### config.mk
export PLATFORM = sky130hd
export DESIGN_NAME = nca_front
export DESIGN_NICKNAME = d
export VERILOG_FILES = /design/src/hdl/nca_pkg.sv /design/src/hdl/nca_front.sv
export SDC_FILE = /design/constraint.sdc
export NUM_CORES = 1
export LEC_CHECK = 0
export BUFFER_PORTS_ARGS = -buffer_cell sky130_fd_sc_hd__buf_4
export CAP_MARGIN = 10
export CORE_MARGIN = 2
export CORE_UTILIZATION = 57
export DETAILED_ROUTE_END_ITERATION = 8
export HOLD_SLACK_MARGIN = 0.12
export PLACE_DENSITY = 0.79
export SYNTH_ARGS = -nofsm -noshare
export SYNTH_HDL_FRONTEND = slang
export SYNTH_SLANG_ARGS = --single-unit
### constraint.sdc
create_clock -name clk -period 2.6 [get_ports clk]
set_clock_uncertainty 0.2 [all_clocks]
set_input_delay 0.13 -clock clk [delete_from_list [all_inputs] [get_ports clk]]
set_output_delay 0.13 -clock clk [all_outputs]
set_load 0.05 [all_outputs]
### src/hdl/nca_pkg.sv
`default_nettype none
package nca_pkg;

  localparam int NUM_CENTROIDS_DEF = 8;
  localparam int VECTOR_DIM_DEF    = 16;
  localparam int QUEUE_DEPTH       = 4;

  localparam int VAL_W  = 16;
  localparam int IDX_W  = 6;
  localparam int CNT_W  = 7;
  localparam int DIST_W = 38;
  localparam int MAG_W  = VAL_W;
  localparam int SQ_W   = 2 * MAG_W;

  localparam logic [DIST_W-1:0] DIST_MAX    = {DIST_W{1'b1}};
  localparam logic [CNT_W-1:0]  ACTIVE_RST  = 7'd8;

  localparam logic OP_LOAD = 1'b0;
  localparam logic OP_DATA = 1'b1;

  typedef struct packed {
    logic                    operation;
    logic [IDX_W-1:0]        centroid_index;
    logic [IDX_W-1:0]        element_index;
    logic signed [VAL_W-1:0] value;
    logic                    last_element;
  } in_item_t;

  typedef struct packed {
    logic [IDX_W-1:0]  nearest_centroid;
    logic [DIST_W-1:0] nearest_distance;
  } out_item_t;

  // classified item held between front and back
  typedef struct packed {
    logic                    is_data;
    logic                    in_range;
    logic                    last;
    logic [IDX_W-1:0]        cidx;
    logic [IDX_W-1:0]        eidx;
    logic signed [VAL_W-1:0] value;
  } cmd_t;

  // control fanned out to every distance cell
  typedef struct packed {
    logic                    load;
    logic [IDX_W-1:0]        cidx;
    logic [IDX_W-1:0]        addr;
    logic signed [VAL_W-1:0] wdata;
    logic signed [VAL_W-1:0] s1_value;
    logic                    add;
    logic                    clear;
  } cell_ctl_t;

endpackage
`default_nettype wire

### src/hdl/nca_front.sv
`default_nettype none
module nca_front #(
  parameter int NUM_CENTROIDS = nca_pkg::NUM_CENTROIDS_DEF,
  parameter int VECTOR_DIM    = nca_pkg::VECTOR_DIM_DEF
) (
  input  wire logic             clk,
  input  wire logic             rst_n,
  input  wire logic             in_push,
  output logic                  in_full,
  input  wire nca_pkg::in_item_t in_item,
  output logic                  head_valid,
  output nca_pkg::cmd_t         head,
  input  wire logic             head_pop
);

  localparam int PTR_W = $clog2(nca_pkg::QUEUE_DEPTH);
  localparam int CNT_Q = $clog2(nca_pkg::QUEUE_DEPTH + 1);

  nca_pkg::cmd_t     q_r [nca_pkg::QUEUE_DEPTH];
  logic [PTR_W-1:0]  wr_ptr_r;
  logic [PTR_W-1:0]  rd_ptr_r;
  logic [CNT_Q-1:0]  count_r;
  nca_pkg::cmd_t     cmd;
  logic              load_ok;
  logic              keep;
  logic              do_push;
  logic              do_pop;

  assign in_full    = (count_r == CNT_Q'(nca_pkg::QUEUE_DEPTH));
  assign head_valid = (count_r != '0);
  assign head       = q_r[rd_ptr_r];

  // out-of-range loads are dropped here, data elements always go through
  always_comb begin
    load_ok = (nca_pkg::CNT_W'(in_item.centroid_index) < nca_pkg::CNT_W'(NUM_CENTROIDS)) &&
              (7'(in_item.element_index) < 7'(VECTOR_DIM));
    cmd.is_data  = (in_item.operation == nca_pkg::OP_DATA);
    cmd.in_range = (7'(in_item.element_index) < 7'(VECTOR_DIM));
    cmd.last     = cmd.is_data && in_item.last_element;
    cmd.cidx     = in_item.centroid_index;
    cmd.eidx     = in_item.element_index;
    cmd.value    = in_item.value;
    keep         = cmd.is_data || load_ok;
  end

  assign do_push = in_push && !in_full && keep;
  assign do_pop  = head_pop && head_valid;

  always_ff @(posedge clk) begin
    if (!rst_n) begin
      wr_ptr_r <= '0;
      rd_ptr_r <= '0;
      count_r  <= '0;
    end else begin
      if (do_push) begin
        wr_ptr_r <= wr_ptr_r + 1'b1;
      end
      if (do_pop) begin
        rd_ptr_r <= rd_ptr_r + 1'b1;
      end
      if (do_push && !do_pop) begin
        count_r <= count_r + 1'b1;
      end else if (!do_push && do_pop) begin
        count_r <= count_r - 1'b1;
      end
    end
  end

  always_ff @(posedge clk) begin
    if (do_push) begin
      q_r[wr_ptr_r] <= cmd;
    end
  end

endmodule
`default_nettype wire

==> flow_summary_export.csv <==
group,metric,value,unit
floorplanning,die_w,97.4,um
critical_path,r2r_cells,8,
clock_network,cts_sinks,133,
critical_path,critPathCaptureType,"flop",
yosys,synth_seq_area_share,0.786,
yosys,yosysMostFrequentCell,"edfxtp_1",
power_and_ir_drop,p_sw,2.18,mW
timing,maxSlewViolCount,0,
yosys,netlist_area,0.00497,mm^2
yosys,yosys.area.top_type,"edfxtp_1",
yosys,syn_nets,252,
hold_path,hold_path.class,"input port to flop",
floorplanning,die-area,0.00948,mm^2
floorplanning,pin_count,67,
power_and_ir_drop,p_comb_frac,0.303,
power_and_ir_drop,power.share.switching,0.325,
flow_run,maxCapViolations,0,
finish,num_antenna_cells,0,
drt,detail_route.wl_per_cell,19.8,um
drt,drt_iter0_drc,120,
drt,detail-route-antenna-nets,0,
floorplanning,start_util,0.578,
placed_design,gp_congestion,0.697,
global_route,globalRouteTotalUtil,0.207,
critical_path,path_depth,11,
clock_network,clk_latency,0.51,ns
status,status,"completed",
clock_network,cts.clk_slew.worst_paths,0.06,ns
clock_network,h-tree-depth,4,
yosys,synth.top_cell.area_share,0.750,
yosys,ys_seq_elements,133,
yosys,synth_adder_area_share,0.0166,
power_and_ir_drop,p_int,4.55,mW
clock_network,cts_tree,"yes",
critical_path,path_cells,"dlygate4sd3_1 -> buf_4 -> nor2_2 -> a21oi_1 -> nor3b_4 -> ha_1 -> inv_1 -> fa_1 -> xor2_1 -> or3_1 -> a21boi_0",
timing,max_freq,406,MHz
clock_network,cts_buffers,17,
yosys,synthTopCellsByArea,"edfxtp_1 75%, mux4_2 14%, dfxtp_1 3.6%",
critical_path,required,2.83,ns
critical_path,critPathTopFamily,"simple AND/OR/NAND/NOR gates",
yosys,ys.flop_type,"edfxtp_1",
timing,post-route-min-period,2.46,ns
power_and_ir_drop,cellLeakagePower,2.28,nW
critical_path,crit_arrival,2.70,ns
drt,drc,0,
power_and_ir_drop,power,6.73,mW
global_route,grt_antenna_before_repair,0,
yosys,synth_edf_count,124,
placed_design,pre_cts_ws,0.0889,ns
timing,finalSetupTns,0,ns
critical_path,cp_slowest_cell,"dlygate4sd3_1",
drt,via_count,2478,
yosys,synth.distinct_cells,26,
yosys,synth_top_family_by_area,"multiplexers",
yosys,syn_area_per_cell,23.4,um^2
critical_path,crit_type,"input port to flop",
global_route,grt_pass1_wl,14200,um
yosys,ys_top_cells_by_count,"124 x edfxtp_1, 31 x mux4_2, 9 x and2_1, 9 x dfxtp_1, 5 x ha_1",
clock_network,clock_path_buffers,2,
yosys,synth.area.mux_share,0.147,
finish,final_nets,376,
critical_path,critical_path.max_fanout,5,
global_route,gr-total-overflow,0,
timing,hold_viol,0,
yosys,synth-simple-area-share,0.0305,
finish,n_fill_cell,470,
clock_network,root_buffer,"clkbuf_8",
drt,first_pass_iters,4,
finish,drive_gt1_frac,0.430,
yosys,synth-xor-area-share,0.00705,
critical_path,path_buf_inv,3,
power_and_ir_drop,power_frac_clock,0.319,
critical_path,crit_path_end,"count_r[2]",
yosys,async_reset_ff_frac,0,
floorplanning,fp.coreArea,0.00859,mm^2
critical_path,slowest_delay,0.53,ns
global_route,grt_max_degree,28,
yosys,synth-compound-area-share,0.00353,
timing,setup_ws,0.139,ns
placed_design,placed_cell_area,0.00570,mm^2
critical_path,rr_endpoint,"count_r[2]",
timing,rsz0062_at_grt,"false",
timing,setup_viol,0,
timing,worstMarginPinSlew,0.343,ns
timing,timing.final.crit_share,0.946,
global_route,grt_pass1_vias,2648,
yosys,synth_cells,212,
critical_path,startpoint_type,"input port",
critical_path,rrSetupSlack,0.20,ns
finish,final_area,0.00660,mm^2
critical_path,worstSetupStartpoint,"in_item[22]",
power_and_ir_drop,cellPowerDensity,1020,mW/mm^2
timing,slew_headroom,0.771,
power_and_ir_drop,peakVddDrop,583,uV
drt,drt_wl_total,9070,um
floorplanning,die_y,97.4,um
critical_path,r2r-start,"count_r[1]",
power_and_ir_drop,pwr-share-seq,0.379,
finish,area_delta_synth_final,32.8,%
floorplanning,fp-row-count,34,
yosys,synth_warnings,0,
drt,drt-vias-per-instance,5.42,
placed_design,port_buffers,66,
[logic make-up (layout without fill, tap and decap cells)]
| family | after synthesis | after routing |
|---|---|---|
| AO/OA/AOI/OAI | 3 | 3 |
| XOR/XNOR | 4 | 4 |
| adder cells (fa/ha/maj) | 6 | 6 |
| buffers and inverters | 10 | 147 |
| flip-flops | 133 | 133 |
| multiplexers | 34 | 34 |
| AND/OR/NAND/NOR | 22 | 22 |
[flip-flops by register name (all words and copies together) (netlist names), named ones only]
register / cells
wr_ptr_r: 2
q_r: 124
rd_ptr_r: 2
count_r: 3
[worst min path at each step]
stage	start	to	cells after the start
after floorplan	in_item[1]	q_r[0][0]	0
after global placement	in_item[23]	q_r[2][22]	1
after detailed placement	in_item[20]	q_r[0][19]	1
after CTS	in_item[2]	q_r[0][1]	2
after global routing	in_item[23]	q_r[3][22]	2
final	in_item[2]	q_r[0][1]	2
[cell type report]
| type | instances | area [um^2] | area share |
|---|---|---|---|
| sequential | 133 | 3910 | 0.592 |
| multi-input combinational | 69 | 1020 | 0.155 |
| timing repair buffer | 112 | 978 | 0.148 |
| clock buffer | 17 | 414 | 0.0628 |
| tap | 108 | 135 | 0.0205 |
| clock inverter | 15 | 133 | 0.0201 |
| inverter | 3 | 11.3 | 0.00171 |
[power by group through the flow]
| stage | Clock [mW] | Sequential (mW) | Combinational, mW |
|---|---|---|---|
| after CTS | 2.18 | 2.55 | 2.05 |
| after global routing | 2.28 | 2.56 | 2.13 |
| after floorplan | 0 | 2.56 | 1.47 |
| after global placement | 0 | 2.58 | 1.97 |
| final | 2.14 | 2.55 | 2.04 |
| after detailed placement | 0 | 2.60 | 1.98 |
[per-stage QoR]
step,std cells,utilization,hold WS (ns)
after floorplan,212,-,0.0289
after global placement,390,0.663,0.130
after detailed placement,390,0.663,0.132
after CTS,457,0.768,0.139
after global routing,457,0.768,0.141
final,457,0.768,0.160
[routing by layer]
layer  track usage  vias up  wire length, um
met5             0        -                0
met4        0.0801        0              113
met3        0.0633       12              473
met2         0.360       77             4980
met1         0.244     1263             3510
li1              -     1126                -
[placed cells by master (no fill, tap or decap), drive strengths merged]
cell type	n
dlygate4sd3	35
dfxtp	9
edfxtp	124
xnor2	3
nand2	5
buf	77
inv	5
fa	1
o21ai	1
clkinvlp	8
bufinv	1
mux2i	3
clkbuf	17
xor2	1
and2	9
nor2	1
clkinv	4
mux4	31
nor2b	1
or3	2
nand3	1
ha	5
nor3	1
a21boi	1
nor3b	2
a21oi	1
[repair_timing]
| item | CTS | global route |
|---|---|---|
| resized for setup | 0 | 1 |
| endpoints found under the setup margin | 0 | 1 |
| buffers inserted | 0 | 0 |
| endpoints found under the hold margin | 133 | 0 |
| hold buffers | 35 | 0 |
(Power assumes the default switching activity.)
