<file path="src/hdl/nca_pkg.sv">
`default_nettype none
package nca_pkg;

  localparam int NUM_CENTROIDS_DEF = 8;
  localparam int VECTOR_DIM_DEF    = 16;
  localparam int QUEUE_DEPTH       = 4;

  localparam int VAL_W  = 16;
  localparam int IDX_W  = 6;
  localparam int CNT_W  = 7;
  localparam int DIST_W = 38;
  localparam int MAG_W  = VAL_W;
  localparam int SQ_W   = 2 * MAG_W;

  localparam logic [DIST_W-1:0] DIST_MAX    = {DIST_W{1'b1}};
  localparam logic [CNT_W-1:0]  ACTIVE_RST  = 7'd8;

  localparam logic OP_LOAD = 1'b0;
  localparam logic OP_DATA = 1'b1;

  typedef struct packed {
    logic                    operation;
    logic [IDX_W-1:0]        centroid_index;
    logic [IDX_W-1:0]        element_index;
    logic signed [VAL_W-1:0] value;
    logic                    last_element;
  } in_item_t;

  typedef struct packed {
    logic [IDX_W-1:0]  nearest_centroid;
    logic [DIST_W-1:0] nearest_distance;
  } out_item_t;

  // classified item held between front and back
  typedef struct packed {
    logic                    is_data;
    logic                    in_range;
    logic                    last;
    logic [IDX_W-1:0]        cidx;
    logic [IDX_W-1:0]        eidx;
    logic signed [VAL_W-1:0] value;
  } cmd_t;

  // control fanned out to every distance cell
  typedef struct packed {
    logic                    load;
    logic [IDX_W-1:0]        cidx;
    logic [IDX_W-1:0]        addr;
    logic signed [VAL_W-1:0] wdata;
    logic signed [VAL_W-1:0] s1_value;
    logic                    add;
    logic                    clear;
  } cell_ctl_t;

endpackage
`default_nettype wire

</file>
<file path="src/hdl/nca_ram.sv">
`default_nettype none
module nca_ram #(
  parameter int WIDTH  = 16,
  parameter int DEPTH  = 16,
  parameter int ADDR_W = (DEPTH > 1) ? $clog2(DEPTH) : 1
) (
  input  wire logic              clk,
  input  wire logic              we,
  input  wire logic [ADDR_W-1:0] addr,
  input  wire logic [WIDTH-1:0]  wdata,
  output logic      [WIDTH-1:0]  rdata
);

  logic [WIDTH-1:0] mem [DEPTH];

  always_ff @(posedge clk) begin
    if (we) begin
      mem[addr] <= wdata;
    end
    rdata <= mem[addr];
  end

endmodule
`default_nettype wire

</file>
<file path="src/hdl/nca_cell.sv">
`default_nettype none
module nca_cell #(
  parameter int VECTOR_DIM = nca_pkg::VECTOR_DIM_DEF,
  parameter int CELL_ID    = 0
) (
  input  wire logic                         clk,
  input  wire logic                         rst_n,
  input  wire nca_pkg::cell_ctl_t           ctl,
  output logic [nca_pkg::DIST_W-1:0]        snap
);

  localparam int AW = (VECTOR_DIM > 1) ? $clog2(VECTOR_DIM) : 1;

  logic [nca_pkg::VAL_W-1:0]  rd_data;
  logic                       we;
  logic signed [nca_pkg::VAL_W:0] diff;
  logic [nca_pkg::MAG_W-1:0]  mag_r;
  logic [nca_pkg::SQ_W-1:0]   sq_r;
  logic [nca_pkg::DIST_W-1:0] acc_r;
  logic [nca_pkg::DIST_W:0]   sum;
  logic [nca_pkg::DIST_W-1:0] acc_sat;

  assign we = ctl.load && (ctl.cidx == nca_pkg::IDX_W'(CELL_ID));

  nca_ram #(
    .WIDTH (nca_pkg::VAL_W),
    .DEPTH (VECTOR_DIM),
    .ADDR_W(AW)
  ) u_bank (
    .clk  (clk),
    .we   (we),
    .addr (ctl.addr[AW-1:0]),
    .wdata(ctl.wdata),
    .rdata(rd_data)
  );

  assign diff = (nca_pkg::VAL_W+1)'(ctl.s1_value) -
                (nca_pkg::VAL_W+1)'($signed(rd_data));

  always_ff @(posedge clk) begin
    mag_r <= diff[nca_pkg::VAL_W] ? nca_pkg::MAG_W'(-diff) : nca_pkg::MAG_W'(diff);
    sq_r  <= mag_r * mag_r;
  end

  assign sum     = {1'b0, acc_r} + (nca_pkg::DIST_W+1)'(sq_r);
  assign acc_sat = sum[nca_pkg::DIST_W] ? nca_pkg::DIST_MAX : sum[nca_pkg::DIST_W-1:0];
  // value including the element now in the last stage
  assign snap    = ctl.add ? acc_sat : acc_r;

  always_ff @(posedge clk) begin
    if (!rst_n) begin
      acc_r <= '0;
    end else if (ctl.clear) begin
      acc_r <= '0;
    end else if (ctl.add) begin
      acc_r <= acc_sat;
    end
  end

endmodule
`default_nettype wire

</file>
<file path="config.mk">
export PLATFORM = sky130hd
export DESIGN_NAME = nca_cell
export DESIGN_NICKNAME = d
export VERILOG_FILES = /design/src/hdl/nca_pkg.sv /design/src/hdl/nca_ram.sv /design/src/hdl/nca_cell.sv
export SDC_FILE = /design/constraint.sdc
export NUM_CORES = 1
export LEC_CHECK = 0
export BUFFER_PORTS_ARGS = -buffer_cell sky130_fd_sc_hd__buf_2
export CAP_MARGIN = 20
export CORE_UTILIZATION = 25
export DETAILED_ROUTE_END_ITERATION = 12
export PLACE_DENSITY_LB_ADDON = 0.08
export SKIP_LAST_GASP = 1
export SYNTH_ARGS = -nofsm -noshare
export SYNTH_HDL_FRONTEND = slang
export SYNTH_SLANG_ARGS = --single-unit
</file>
<file path="constraint.sdc">
create_clock -name clk -period 9.76 [get_ports clk]
set_input_delay 0.488 -clock clk [delete_from_list [all_inputs] [get_ports clk]]
set_output_delay 0.488 -clock clk [all_outputs]
set_load 0.1 [all_outputs]
</file>
==> impl_summary.txt <==
----------------------------------------------------
[Setup path]
  Highest cell delay on the worst timing path ... 1.01 ns
  Cell repeated most along the worst path ... sky130_fd_sc_hd__fa_1
  CP Cell Sequence ... nand2_1 -> inv_1 -> fa_1 -> inv_1 -> fa_1 -> inv_1 -> fa_1 -> fa_1 -> fa_1 -> inv_1 -> fa_1 -> inv_1 -> ha_1 -> a211o_1 -> o311ai_0 -> nand2_1 -> o21ai_0 -> nor4_1 -> a211oi_1 -> xnor2_1
  Kind of cell adding the most delay to the critical path ... adder cells
  Kind of end point of the critical path ... flip-flop
  Slowest CP cell ... sky130_fd_sc_hd__dfxtp_1
  CP arrival ... 7.84 ns
  Crit path kind ... reg2reg
  Critical Path Start Type ... flip-flop
  CP Buf/Inv Count ... 5
  Crit path max fanout ... 18
  Required time of the worst setup path ... 10.25 ns

[Placed design]
  DPL Wire Length ... 43.06 mm
  Buffers added on ports ... 84
  Weighted congestion at the end of routability-driven global placement ... 0.7539
  Worst-case setup slack after placement ... 2.581 ns

[Die]
  Y dimension of the die ... 303.9 um
  Horizontal extent of the die ... 303.9 um
  Initial core utilization ... 25.27%
  Core region area ... 90150 sq um
  Top-level I/O count ... 87
  Floorplan row count ... 110
  DIE AREA ... 92350 sq um

[GRT]
  Number of antenna violations at the first check in global routing ... 7
  Aggregate global routing overflow ... 0
  First-pass GRT wire length ... 95.22 mm
  Number of global-route vias before repair ... 15722
  Total routing usage reported by global routing ... 13.53%
  Pin count of the biggest net entering global routing ... 70

[Yosys]
  Number of standard cells after synthesis ... 1905
  Portion of synthesized cell area occupied by the leading cell type ... 33.74%
  Post-synthesis instance area ... 22780 sq um
  Library cell with the largest summed area after synthesis ... sky130_fd_sc_hd__edfxtp_1
  Average cell area after synthesis ... 11.96 sq um
  Sequential share of the synthesized area ... 42.61%
  Synthesized net count ... 2267
  Dominant synthesized flop cell ... sky130_fd_sc_hd__edfxtp_1
  Top area cells in the synthesized netlist ... sky130_fd_sc_hd__edfxtp_1, sky130_fd_sc_hd__fa_1, sky130_fd_sc_hd__dfxtp_1
  Number of unique standard cell types used by synthesis ... 68
  Synth async-reset ratio ... 0%
  Synthesized flop and latch total ... 357
  Number of enable flip-flop cells after synthesis ... 256
  Yosys warning count ... 0

[Detailed routing]
  Via density per instance ... 4.479
  Drt total wl ... 60.93 mm
  Starting DRC count in detailed routing ... 767
  Drt first pass iters ... 7
  DRC violations left ... 0
  Wire length per cell ... 19.08 um
  Overall via count from detail_route ... 14301
  Antenna-violating nets left ... 0

[STA]
  Minimum clock period ... 7.345 ns
  Worst hold margin ... 0.2312 ns
  Smallest setup slack after layout ... 2.415 ns
  Max Freq ... 136.2 MHz
  Transition at the pin with the smallest max-transition slack ... 1.039 ns
  Post-Route Setup TNS ... 0 ns
  Unrepaired setup endpoints after global routing ... no
  Worst setup skew after layout ... 0.07409 ns
  Final Cycle Share ... 75.25%
  Fin. max-slew vios ... 0
  Final hold violation count ... 0
  Setup violators final ... 0
  Normalized max-slew margin ... 30.64%

[Clock tree]
  Count of hold-fix buffers inserted at cts ... 0
  Clock tree from TritonCTS ... yes
  Total number of H-tree levels ... 2
  Worst-case clock buffer depth ... 3
  Total CTS buffers ... 46
  Post-CTS sizing ... 0
  Source-to-sink clock delay at the later pin of the worst-skew pair ... 0.64 ns
  Clock input transition at the sequential cells of the worst setup and hold paths ... 0.06 ns
  Num Clock Sinks ... 357
  Clk Tree Root Cell ... sky130_fd_sc_hd__clkbuf_16
  Post-CTS Repair Setup Buffers ... 0

[Status]
  Status ... completed

[Final layout]
  Antenna cell count ... 0
  Filler cell count in the final layout ... 9284
  Layout net count ... 2349
  Share of layout cells above drive strength 1 ... 14.48%
  Area growth from synthesis to layout ... 15.22%

[Hold path]
  Hold Crit Class ... in2reg

[Job]
  Number of max-capacitance violations reported ... 0

----------------------------------------------------
## registers in the layout (all words and copies together) (netlist names)
| signal | count |
|---|---|
| acc_r | 38 |
| u_bank.rdata | 16 |
| mag_r | 16 |
| u_bank.mem | 256 |
| sq_r | 31 |
## cell usage in the layout (no fill, tap or decap), types with 10 or more instances in the layout
| master | synthesis | routed |
|---|---|---|
| sky130_fd_sc_hd__o31ai_1 | 11 | 11 |
| sky130_fd_sc_hd__and3_1 | 13 | 13 |
| sky130_fd_sc_hd__fa_1 | 163 | 163 |
| sky130_fd_sc_hd__xnor2_1 | 62 | 62 |
| sky130_fd_sc_hd__a31oi_1 | 32 | 32 |
| sky130_fd_sc_hd__a21o_1 | 35 | 35 |
| sky130_fd_sc_hd__and2_1 | 72 | 72 |
| sky130_fd_sc_hd__o21ai_0 | 38 | 38 |
| sky130_fd_sc_hd__inv_1 | 282 | 282 |
| sky130_fd_sc_hd__dfxtp_1 | 101 | 101 |
| sky130_fd_sc_hd__buf_4 | 0 | 20 |
| sky130_fd_sc_hd__nand2b_1 | 16 | 16 |
| sky130_fd_sc_hd__buf_2 | 0 | 83 |
| sky130_fd_sc_hd__ha_1 | 150 | 150 |
| sky130_fd_sc_hd__nor2_1 | 100 | 88 |
| sky130_fd_sc_hd__a21oi_1 | 76 | 76 |
| sky130_fd_sc_hd__xor2_1 | 25 | 25 |
| sky130_fd_sc_hd__nand4_1 | 13 | 13 |
| sky130_fd_sc_hd__mux4_2 | 80 | 80 |
| sky130_fd_sc_hd__nand3_1 | 19 | 19 |
| sky130_fd_sc_hd__edfxtp_1 | 256 | 256 |
| sky130_fd_sc_hd__or2_2 | 10 | 10 |
| sky130_fd_sc_hd__nand2_1 | 120 | 120 |
| sky130_fd_sc_hd__nor2b_1 | 20 | 20 |
| sky130_fd_sc_hd__nor3_1 | 22 | 18 |
| sky130_fd_sc_hd__clkbuf_16 | 0 | 53 |
## worst register-to-register path, delay by kind of cell, from the launching register on
kind	cells	cell delay [ns]
flip-flops	1	1.01
adder cells (fa/ha/maj)	7	3.11
XOR/XNOR	1	0.15
AND/OR/NAND/NOR	3	0.56
buffers and inverters	5	0.39
AO/OA/AOI/OAI	4	1.99
## cell families after synthesis
group                      count (synthesis)  share of synthesized area, %
AOI/OAI and AO/OA                        279                         8.160
adders and majority gates                313                         22.56
xor gates and xnor gates                  87                         3.344
and+or+nand+nor                          435                         9.451
buffers and inverters                    351                         5.821
DFF                                      357                         42.61
muxes                                     83                         8.051
## metrics by stage
step / cells / util [%] / cell area (sq um)
4_1_cts: 3193 / 29.12 / 26250
6_report: 3193 / 29.12 / 26250
3_3_place_gp: 3115 / 27.34 / 24650
3_5_place_dp: 3115 / 27.34 / 24650
2_1_floorplan: 1905 / - / 22780
5_1_grt: 3193 / 29.12 / 26250
## layout make-up
| type | count | area [sq um] | share of cell area (%) |
|---|---|---|---|
| Tap cell | 1176 | 1471 | 5.605 |
| Clock inverter | 18 | 251.5 | 0.9580 |
| Multi-Input combinational cell | 1197 | 11840 | 45.11 |
| Inverter | 282 | 1059 | 4.032 |
| Sequential cell | 357 | 9709 | 36.98 |
| Clock buffer | 60 | 1353 | 5.152 |
| Timing Repair Buffer | 103 | 565.5 | 2.154 |
## worst paths after layout
kind,cells after the start,endpoint,startpoint,slack [ns]
hold / removal,1,u_bank.mem[9][11],ctl[29],0.23
hold reg to reg,2,acc_r[29],acc_r[29],0.56
setup / recovery,20,sq_r[29],mag_r[4],2.42
setup reg to reg,20,sq_r[29],mag_r[4],2.42
## cell usage after synthesis, drive strengths merged (5+ instances only)
cell    number
ha         150
a31o         5
nor2       100
o21ai       39
a41oi        6
nor3        22
a31oi       32
or2         11
nand4       13
dfxtp      101
edfxtp     256
o21a         9
mux4        80
clkbuf      60
nor2b       20
nor3b        8
a211oi       8
o22a         8
o21bai       9
xor2        25
xnor2       62
buf          9
fa         163
or3          9
and3        14
and2        72
inv        282
a21o        35
nand3       19
a21oi       76
o31ai       11
nand2b      16
nand2      120
a311oi       5
## metal layers
metal | up-vias | GRT usage [%] | part of all wire (%)
li1 | 6818 | - | -
met1 | 7206 | 16.73 | 44
met2 | 194 | 24.51 | 51
met3 | 73 | 2.201 | 3.2
met4 | 10 | 3.057 | 1.6
met5 | - | 0 | 0.11
Power is not shown: default switching activity piles up to over one toggle a cycle in this logic, so the estimate is an artifact.
