File: src/hdl/nca_pkg.sv
`default_nettype none
package nca_pkg;

  localparam int NUM_CENTROIDS_DEF = 8;
  localparam int VECTOR_DIM_DEF    = 16;
  localparam int QUEUE_DEPTH       = 4;

  localparam int VAL_W  = 16;
  localparam int IDX_W  = 6;
  localparam int CNT_W  = 7;
  localparam int DIST_W = 38;
  localparam int MAG_W  = VAL_W;
  localparam int SQ_W   = 2 * MAG_W;

  localparam logic [DIST_W-1:0] DIST_MAX    = {DIST_W{1'b1}};
  localparam logic [CNT_W-1:0]  ACTIVE_RST  = 7'd8;

  localparam logic OP_LOAD = 1'b0;
  localparam logic OP_DATA = 1'b1;

  typedef struct packed {
    logic                    operation;
    logic [IDX_W-1:0]        centroid_index;
    logic [IDX_W-1:0]        element_index;
    logic signed [VAL_W-1:0] value;
    logic                    last_element;
  } in_item_t;

  typedef struct packed {
    logic [IDX_W-1:0]  nearest_centroid;
    logic [DIST_W-1:0] nearest_distance;
  } out_item_t;

  // classified item held between front and back
  typedef struct packed {
    logic                    is_data;
    logic                    in_range;
    logic                    last;
    logic [IDX_W-1:0]        cidx;
    logic [IDX_W-1:0]        eidx;
    logic signed [VAL_W-1:0] value;
  } cmd_t;

  // control fanned out to every distance cell
  typedef struct packed {
    logic                    load;
    logic [IDX_W-1:0]        cidx;
    logic [IDX_W-1:0]        addr;
    logic signed [VAL_W-1:0] wdata;
    logic signed [VAL_W-1:0] s1_value;
    logic                    add;
    logic                    clear;
  } cell_ctl_t;

endpackage
`default_nettype wire

File: src/hdl/nca_scan.sv
`default_nettype none
module nca_scan #(
  parameter int NUM_CENTROIDS = nca_pkg::NUM_CENTROIDS_DEF
) (
  input  wire logic                                        clk,
  input  wire logic                                        rst_n,
  input  wire logic                                        start,
  input  wire logic [nca_pkg::CNT_W-1:0]                   active_n,
  input  wire logic [NUM_CENTROIDS-1:0][nca_pkg::DIST_W-1:0] snap,
  output logic                                             busy,
  output logic                                             out_empty,
  input  wire logic                                        out_pop,
  output nca_pkg::out_item_t                               out_item
);

  logic [nca_pkg::DIST_W-1:0] line_r [NUM_CENTROIDS];
  logic [nca_pkg::CNT_W-1:0]  idx_r;
  logic [nca_pkg::CNT_W-1:0]  n_r;
  logic [nca_pkg::DIST_W-1:0] best_r;
  logic [nca_pkg::IDX_W-1:0]  best_idx_r;
  logic                       busy_r;
  logic                       out_valid_r;
  nca_pkg::out_item_t         out_r;
  logic                       stepping;
  logic                       finish;
  logic                       taken;

  assign busy      = busy_r;
  assign out_empty = !out_valid_r;
  assign out_item  = out_r;
  assign taken     = out_valid_r && out_pop;
  assign stepping  = busy_r && (idx_r < n_r);
  assign finish    = busy_r && (idx_r >= n_r) && (!out_valid_r || out_pop);

  always_ff @(posedge clk) begin
    if (!rst_n) begin
      busy_r      <= 1'b0;
      out_valid_r <= 1'b0;
      idx_r       <= '0;
      n_r         <= '0;
    end else begin
      if (start) begin
        busy_r <= 1'b1;
        idx_r  <= nca_pkg::CNT_W'(1);
        n_r    <= active_n;
      end else if (stepping) begin
        idx_r <= idx_r + 1'b1;
      end else if (finish) begin
        busy_r <= 1'b0;
      end
      // a finish in the cycle of a transfer refills the slot
      if (finish) begin
        out_valid_r <= 1'b1;
      end else if (taken) begin
        out_valid_r <= 1'b0;
      end
    end
  end

  // strict less-than keeps the lowest index on ties
  always_ff @(posedge clk) begin
    if (start) begin
      best_r     <= snap[0];
      best_idx_r <= '0;
    end else if (stepping && (line_r[0] < best_r)) begin
      best_r     <= line_r[0];
      best_idx_r <= idx_r[nca_pkg::IDX_W-1:0];
    end
    if (finish) begin
      out_r.nearest_centroid <= best_idx_r;
      out_r.nearest_distance <= best_r;
    end
  end

  // shift line: head entry is the centroid under compare
  for (genvar k = 0; k < NUM_CENTROIDS; k++) begin : g_line
    if (k < NUM_CENTROIDS - 1) begin : g_mid
      always_ff @(posedge clk) begin
        if (start) begin
          line_r[k] <= snap[k+1];
        end else if (stepping) begin
          line_r[k] <= line_r[k+1];
        end
      end
    end else begin : g_end
      always_ff @(posedge clk) begin
        if (start || stepping) begin
          line_r[k] <= '0;
        end
      end
    end
  end

endmodule
`default_nettype wire
File: config.mk
export PLATFORM = sky130hd
export DESIGN_NAME = nca_scan
export DESIGN_NICKNAME = d
export VERILOG_FILES = /design/src/hdl/nca_pkg.sv /design/src/hdl/nca_scan.sv
export SDC_FILE = /design/constraint.sdc
export NUM_CORES = 1
export LEC_CHECK = 0
export BUFFER_PORTS_ARGS = -buffer_cell sky130_fd_sc_hd__buf_2
export CAP_MARGIN = 20
export CORE_MARGIN = 2
export CORE_UTILIZATION = 40
export DETAILED_ROUTE_END_ITERATION = 7
export PLACE_DENSITY = 0.66
export SYNTH_ARGS = -nofsm -noshare
export SYNTH_HDL_FRONTEND = slang
export SYNTH_SLANG_ARGS = --single-unit
File: constraint.sdc
create_clock -name clk -period 9.25 [get_ports clk]
set_input_delay 0.925 -clock clk [delete_from_list [all_inputs] [get_ports clk]]
set_output_delay 0.925 -clock clk [all_outputs]
set_load 0.05 [all_outputs]
==> impl_metrics.py, run 1 <==
metrics = {
    "status": {
        "status": "completed",
    },
    "floorplanning": {
        "fp.dieH_um": 203.4,
        "die-area_um2": 41360,
        "ios": 361,
        "start_util": 0.4029,
        "fp.dieW_um": 203.4,
        "core_um2": 39460,
        "row_count": 73,
    },
    "finish": {
        "final_cell_mix": "buf_2, edfxtp_1, mux2_2",
        "drive_gt1_frac": 0.5171,
        "area_growth_pct": 23.66,
        "multiInputGateArea_um2": 4669,
        "fin_nets": 1674,
        "seqCellArea_um2": 10890,
        "final_common_cell": "buf_2",
        "fillers": 3449,
        "fin_area_um2": 19660,
        "layoutNonFillerInstCount": 1886,
    },
    "sta": {
        "fin_setup_tns_ns": 0,
        "finalHoldViolations": 0,
        "layout_setup_ws_ns": 5.305,
        "fmax_mhz": 253.5,
        "rsz0062_at_grt": "false",
        "max_slew_margin": 0.3268,
        "tightest_slew_ns": 1.010,
        "slew_violations": 0,
        "setup_violations": 0,
        "finalClockSkew_ns": 0.01850,
        "timing.final.crit_share": 0.4265,
        "period_needed_ns": 3.945,
    },
    "global_routing": {
        "grt.overflow.total": 0,
        "grt_pass1_wl_mm": 52.32,
        "grt_max_degree": 160,
        "antenna_found_initial": 21,
        "groute.usage.overall": 0.1659,
        "grt_pass1_vias": 9226,
    },
    "placed_design": {
        "dp.cells": 1796,
        "gp_congestion": 0.7975,
        "port_buffers": 360,
        "placed_area_um2": 18270,
        "dp_slack_ns": 5.345,
        "hpwl_mm": 24.04,
    },
    "pwr": {
        "leakage_nw": 7.654,
        "ir_drop_mv": 0.1510,
        "p_per_area_nw_per_um2": 211.7,
    },
    "route": {
        "antenna_left": 0,
        "vias_per_cell": 4.729,
        "met1_length_mm": 14.92,
        "first_pass_iters": 6,
        "dr_wl_met3_mm": 1.942,
        "route.top_layer_used": "met5",
        "routed_wl_mm": 34.48,
        "avgRoutedWirePerCell_um": 18.28,
        "drt_first_iter_violations": 443,
        "drc": 0,
        "route.met2.wl_mm": 16.35,
        "num_vias": 8919,
    },
    "synthesis": {
        "synth_area_um2": 15900,
        "synth_cell_types": 38,
        "synth_edf_count": 348,
        "ys_seq_elements": 370,
        "synth-async-reset-ratio": 0,
        "syn_nets": 1301,
        "netlist_instances": 941,
        "synth_ff_type": "edfxtp_1",
        "syn-mean-instance-area_um2": 16.90,
        "ys_warn_count": 0,
        "yosysSeqAreaShare": 0.6850,
    },
    "critical_path": {
        "rr_startpoint": "idx_r[1]",
        "worst_ep_arrival_time_ns": 4.25,
        "critPathMaxFanout": 76,
        "path_class": "reg2reg",
        "r2r_cells": 9,
        "critPathRequiredTime_ns": 9.55,
        "rrSetupSlack_ns": 5.30,
        "cp-end-kind": "register",
        "start_kind": "register",
        "reg2reg_to": "line_r[0][57]",
    },
    "clocking": {
        "cts_buffer_depth": 3,
        "cts.hold.buffers_added": 0,
        "htreeDepth": 2,
        "cts_buffers": 41,
        "cts_root_buf": "clkbuf_16",
        "ctsResizeCount": 0,
        "cts_setup_buffers": 0,
        "clock_sinks": 370,
        "cts_tree": "built",
        "clkTransAtPathRegs_ns": 0.05,
        "clk_latency_ns": 0.56,
    },
    "run": {
        "maxCapViolCount": 0,
    },
    "min_path": {
        "hold_path_depth": 0,
        "holdPathEnd": "out_item[40]",
        "min_path_type": "reg2reg",
        "hp-start": "best_idx_r[2]",
    },
}
==> final cells by class <==
type | instances | share of cell area
Tap cell | 525 | 0.03341
Sequential cell | 370 | 0.5539
Clock inverter | 18 | 0.009418
Timing Repair Buffer | 367 | 0.09495
Multi-Input combinational cell | 486 | 0.2375
Clock buffer | 55 | 0.05912
Inverter | 48 | 0.009546
Antenna cell | 17 | 0.002164
==> metal layers <==
layer,GRT usage,vias up
li1,-,4336
met4,0.08577,10
met3,0.04283,71
met5,0,-
met1,0.2137,4263
met2,0.2591,239
==> worst max-delay path, cell delays in order, from the launching register on <==
cell     delay [ns]
dfxtp_1        0.41
ha_1           0.27
nor2b_1        0.13
o21ai_1        0.12
a21oi_1        0.11
or4b_4         0.54
nor2_4         0.10
buf_4          0.72
buf_4          0.77
mux2_2         0.41
==> synth_stat cells, drive strengths merged, types with 2 or more instances <==
master | instances | area (µm²)
a211oi | 2 | 15.01
a21boi | 2 | 15.01
a21o | 3 | 22.52
a21oi | 19 | 95.09
buf | 31 | 148.9
clkbuf | 6 | 22.52
dfxtp | 22 | 440.4
edfxtp | 348 | 10450
ha | 45 | 563.0
inv | 48 | 180.2
mux2 | 266 | 2995
mux2i | 13 | 130.1
nand2 | 14 | 52.55
nand2b | 15 | 93.84
nand3 | 2 | 10.01
nand4 | 9 | 56.30
nor2 | 12 | 47.55
nor2b | 50 | 312.8
nor3 | 2 | 21.27
o21a | 2 | 15.01
o21ai | 13 | 65.06
or3 | 3 | 18.77
xor2 | 3 | 26.28
==> stage by stage <==
stage / utilization / hold WS (ns) / power [mW]
after detailed placement: 0.4631 / 0.4200 / 2.564
after global placement: 0.4631 / 0.4161 / 2.550
after CTS: 0.4972 / 0.4334 / 4.215
after global routing: 0.4981 / 0.4469 / 4.332
after floorplan: - / 0.4093 / 2.419
final: 0.4983 / 0.4321 / 4.163
==> cells by family (layout without fill, tap and decap cells) <==
family,count (synthesis),in the layout,share of synthesized area
AOI/OAI and AO/OA,46,46,0.01700
xor gates and xnor gates,4,4,0.002204
adders and majority gates,45,45,0.03541
buffers and inverters,85,488,0.02211
DFF,370,370,0.6850
muxes,279,279,0.1966
other,0,17,0
and+or+nand+nor,112,112,0.04171
==> registers in the layout (all words and copies together) (netlist names) <==
signal and cells:
best_idx_r 6, best_r 38, busy 1, idx_r 7, line_r 266, n_r 7, out_item 44, out_valid_r 1
==> worst max-delay path by stage <==
stage / slack [ns] / start / depth (start not counted) / end
detailed placement: 5.35 / idx_r[1] / 9 / line_r[0][130]
floorplan: 1.86 / start / 4 / line_r[0][0]
CTS: 5.33 / idx_r[1] / 9 / line_r[0][130]
global placement: 5.41 / idx_r[1] / 9 / line_r[1][16]
finish: 5.30 / idx_r[1] / 9 / line_r[0][57]
global route: 5.10 / idx_r[4] / 8 / line_r[0][128]
==> where the power goes <==
group | leakage [nW] | switching, mW | internal (mW)
combinational | 3.39 | 0.225 | 0.202
clock | 0.654 | 0.648 | 0.990
sequential | 3.61 | 0.0564 | 2.04
total | 7.65 | 0.930 | 3.23
(Power assumes the default switching activity.)
==> run 2: changes to the inputs <==
--- a/config.mk
+++ b/config.mk
@@ -10,7 +10,7 @@
 export CORE_MARGIN = 2
 export CORE_UTILIZATION = 40
 export DETAILED_ROUTE_END_ITERATION = 7
-export PLACE_DENSITY = 0.66
+export PLACE_DENSITY = 0.68
 export SYNTH_ARGS = -nofsm -noshare
 export SYNTH_HDL_FRONTEND = slang
 export SYNTH_SLANG_ARGS = --single-unit
==> constraint.sdc (replaced) <==
create_clock -name clk -period 3.4 [get_ports clk]
set_input_delay 0.34 -clock clk [delete_from_list [all_inputs] [get_ports clk]]
set_output_delay 0.34 -clock clk [all_outputs]
set_load 0.05 [all_outputs]
==> impl_metrics.py, run 2 (synthesis gave the netlist of run 1 again) <==
metrics = {
    "sta": {
        "timing.final.crit_share": 0.9082,
        "finalClockSkew_ns": 0.01526,
        "tightest_slew_ns": 0.9341,
        "fin_setup_tns_ns": 0,
        "slew_violations": 0,
        "setup_violations": 0,
        "layout_setup_ws_ns": 0.3122,
        "fmax_mhz": 323.9,
        "rsz0062_at_grt": "false",
        "max_slew_margin": 0.3773,
        "period_needed_ns": 3.088,
        "finalHoldViolations": 0,
    },
    "clocking": {
        "clk_latency_ns": 0.54,
        "cts_root_buf": "clkbuf_16",
        "cts.hold.buffers_added": 0,
        "cts_tree": "built",
        "clock_sinks": 370,
        "cts_buffers": 42,
        "cts_buffer_depth": 3,
        "cts_setup_buffers": 0,
        "htreeDepth": 2,
        "ctsResizeCount": 0,
        "clkTransAtPathRegs_ns": 0.06,
    },
    "placed_design": {
        "gp_congestion": 0.8060,
        "hpwl_mm": 25.02,
        "dp.cells": 1815,
        "dp_slack_ns": 0.2556,
        "port_buffers": 360,
    },
    "route": {
        "route.top_layer_used": "met5",
        "drt_first_iter_violations": 407,
        "drc": 0,
        "avgRoutedWirePerCell_um": 18.15,
        "met1_length_mm": 14.56,
        "dr_wl_met3_mm": 1.905,
        "num_vias": 8940,
        "antenna_left": 0,
        "vias_per_cell": 4.708,
        "routed_wl_mm": 34.47,
        "first_pass_iters": 5,
        "route.met2.wl_mm": 16.90,
    },
    "critical_path": {
        "critPathLaunch": "line_r[0][37]",
        "path_class": "reg2reg",
        "cp-end-kind": "register",
        "critPathMaxFanout": 38,
        "slowest_stage": "nor4_1",
        "crit_buf_inv": 1,
        "worst_ep_arrival_time_ns": 3.37,
        "cp_top_family": "simple AND/OR/NAND/NOR gates",
        "crit_path_cell_trace": "ha_1 -> nand4_1 -> nor2_1 -> nand3_1 -> nor4_1 -> a2111o_1 -> nor3_4 -> or2_2 -> buf_12",
        "start_kind": "register",
        "critPathRequiredTime_ns": 3.69,
        "slowest_delay_ns": 0.56,
        "rr_startpoint": "line_r[0][37]",
    },
    "finish": {
        "top_register": "line_r",
        "final_common_cell": "buf_2",
        "area_growth_pct": 25.91,
        "fin_nets": 1694,
        "fillers": 3378,
        "final_cell_mix": "buf_2, edfxtp_1, mux2_2",
        "largest_register_ffs": 266,
        "final_util": 0.5073,
        "layoutNonFillerInstCount": 1899,
        "drive_gt1_frac": 0.5366,
    },
    "run": {
        "maxCapViolCount": 0,
    },
    "pwr": {
        "pwr-share-seq": 0.497,
        "p_per_area_nw_per_um2": 573.8,
        "leakage_nw": 7.829,
        "intPower_mw": 8.909,
        "p_comb_frac": 0.107,
        "swShare": 0.2244,
        "ir_drop_mv": 0.3584,
        "clockPowerShare": 0.397,
        "p_sw_mw": 2.577,
    },
    "global_routing": {
        "grt_pass1_vias": 9389,
        "grt.overflow.total": 0,
        "grt_pass1_wl_mm": 52.32,
        "groute.usage.overall": 0.1658,
        "antenna_found_initial": 13,
        "grt_max_degree": 81,
    },
    "floorplanning": {
        "start_util": 0.4029,
        "core_um2": 39460,
        "die-area_um2": 41360,
        "row_count": 73,
        "fp.dieW_um": 203.4,
        "fp.dieH_um": 203.4,
        "ios": 361,
    },
    "min_path": {
        "hp-start": "active_n[5]",
        "min_path_type": "in2reg",
    },
    "status": {
        "status": "completed",
    },
}
-- run 2: cell types whose count changed in the layout (fill, tap and decap cells not counted), sizes merged --
cell / change
clkbuf: -2
bufinv: -1
diode: -9
buf: +19
inv: -1
clkinvlp: +5
clkinv: +2
-- run 2: cell type report --
class / count / area [µm²] / share of cell area
clock inverter: 23 / 197.7 / 0.009876
antenna: 8 / 20.02 / 0.001000
tap: 525 / 656.9 / 0.03281
multi-input combinational: 486 / 4688 / 0.2342
sequential: 370 / 10890 / 0.5442
clock buffer: 53 / 1217 / 0.06082
inverter: 48 / 183.9 / 0.009188
timing repair buffer: 386 / 2160 / 0.1079
-- run 2: power groups by stage --
stage | sequential (mW) | clock (mW) | combinational, mW
2_1_floorplan | 5.86 | 0 | 0.709
3_3_place_gp | 5.79 | 0 | 1.20
3_5_place_dp | 5.80 | 0 | 1.23
4_1_cts | 5.71 | 4.67 | 1.24
5_1_grt | 5.75 | 4.86 | 1.35
6_report | 5.70 | 4.56 | 1.22
-- run 2: layer usage --
layer | vias to the layer above | track usage
met3 | 66 | 0.04043
met2 | 230 | 0.2716
met4 | 8 | 0.07039
li1 | 4362 | -
met1 | 4274 | 0.2104
met5 | - | 0
-- run 2: metrics by stage --
step	area, µm²	power [mW]	hold WS, ns
final	20020	11.49	0.05870
after floorplan	15930	6.564	0.4093
after CTS	20000	11.63	0.02472
after global routing	20020	11.97	0.04804
after detailed placement	18580	7.036	0.4204
after global placement	18580	6.991	0.4171
-- run 2: worst paths after layout --
| check | to | slack (ns) | cells after the start |
|---|---|---|---|
| setup / recovery | best_r[33] | 0.31 | 9 |
| hold / removal | n_r[5] | 0.06 | 3 |
| setup reg to reg | best_r[33] | 0.31 | 9 |
| hold reg to reg | out_item[40] | 0.43 | 0 |
-- run 2: tightest hold or removal path: stages --
cell and delay [ns]:
buf_2 0.08, mux2i_1 0.06, nor2b_1 0.10
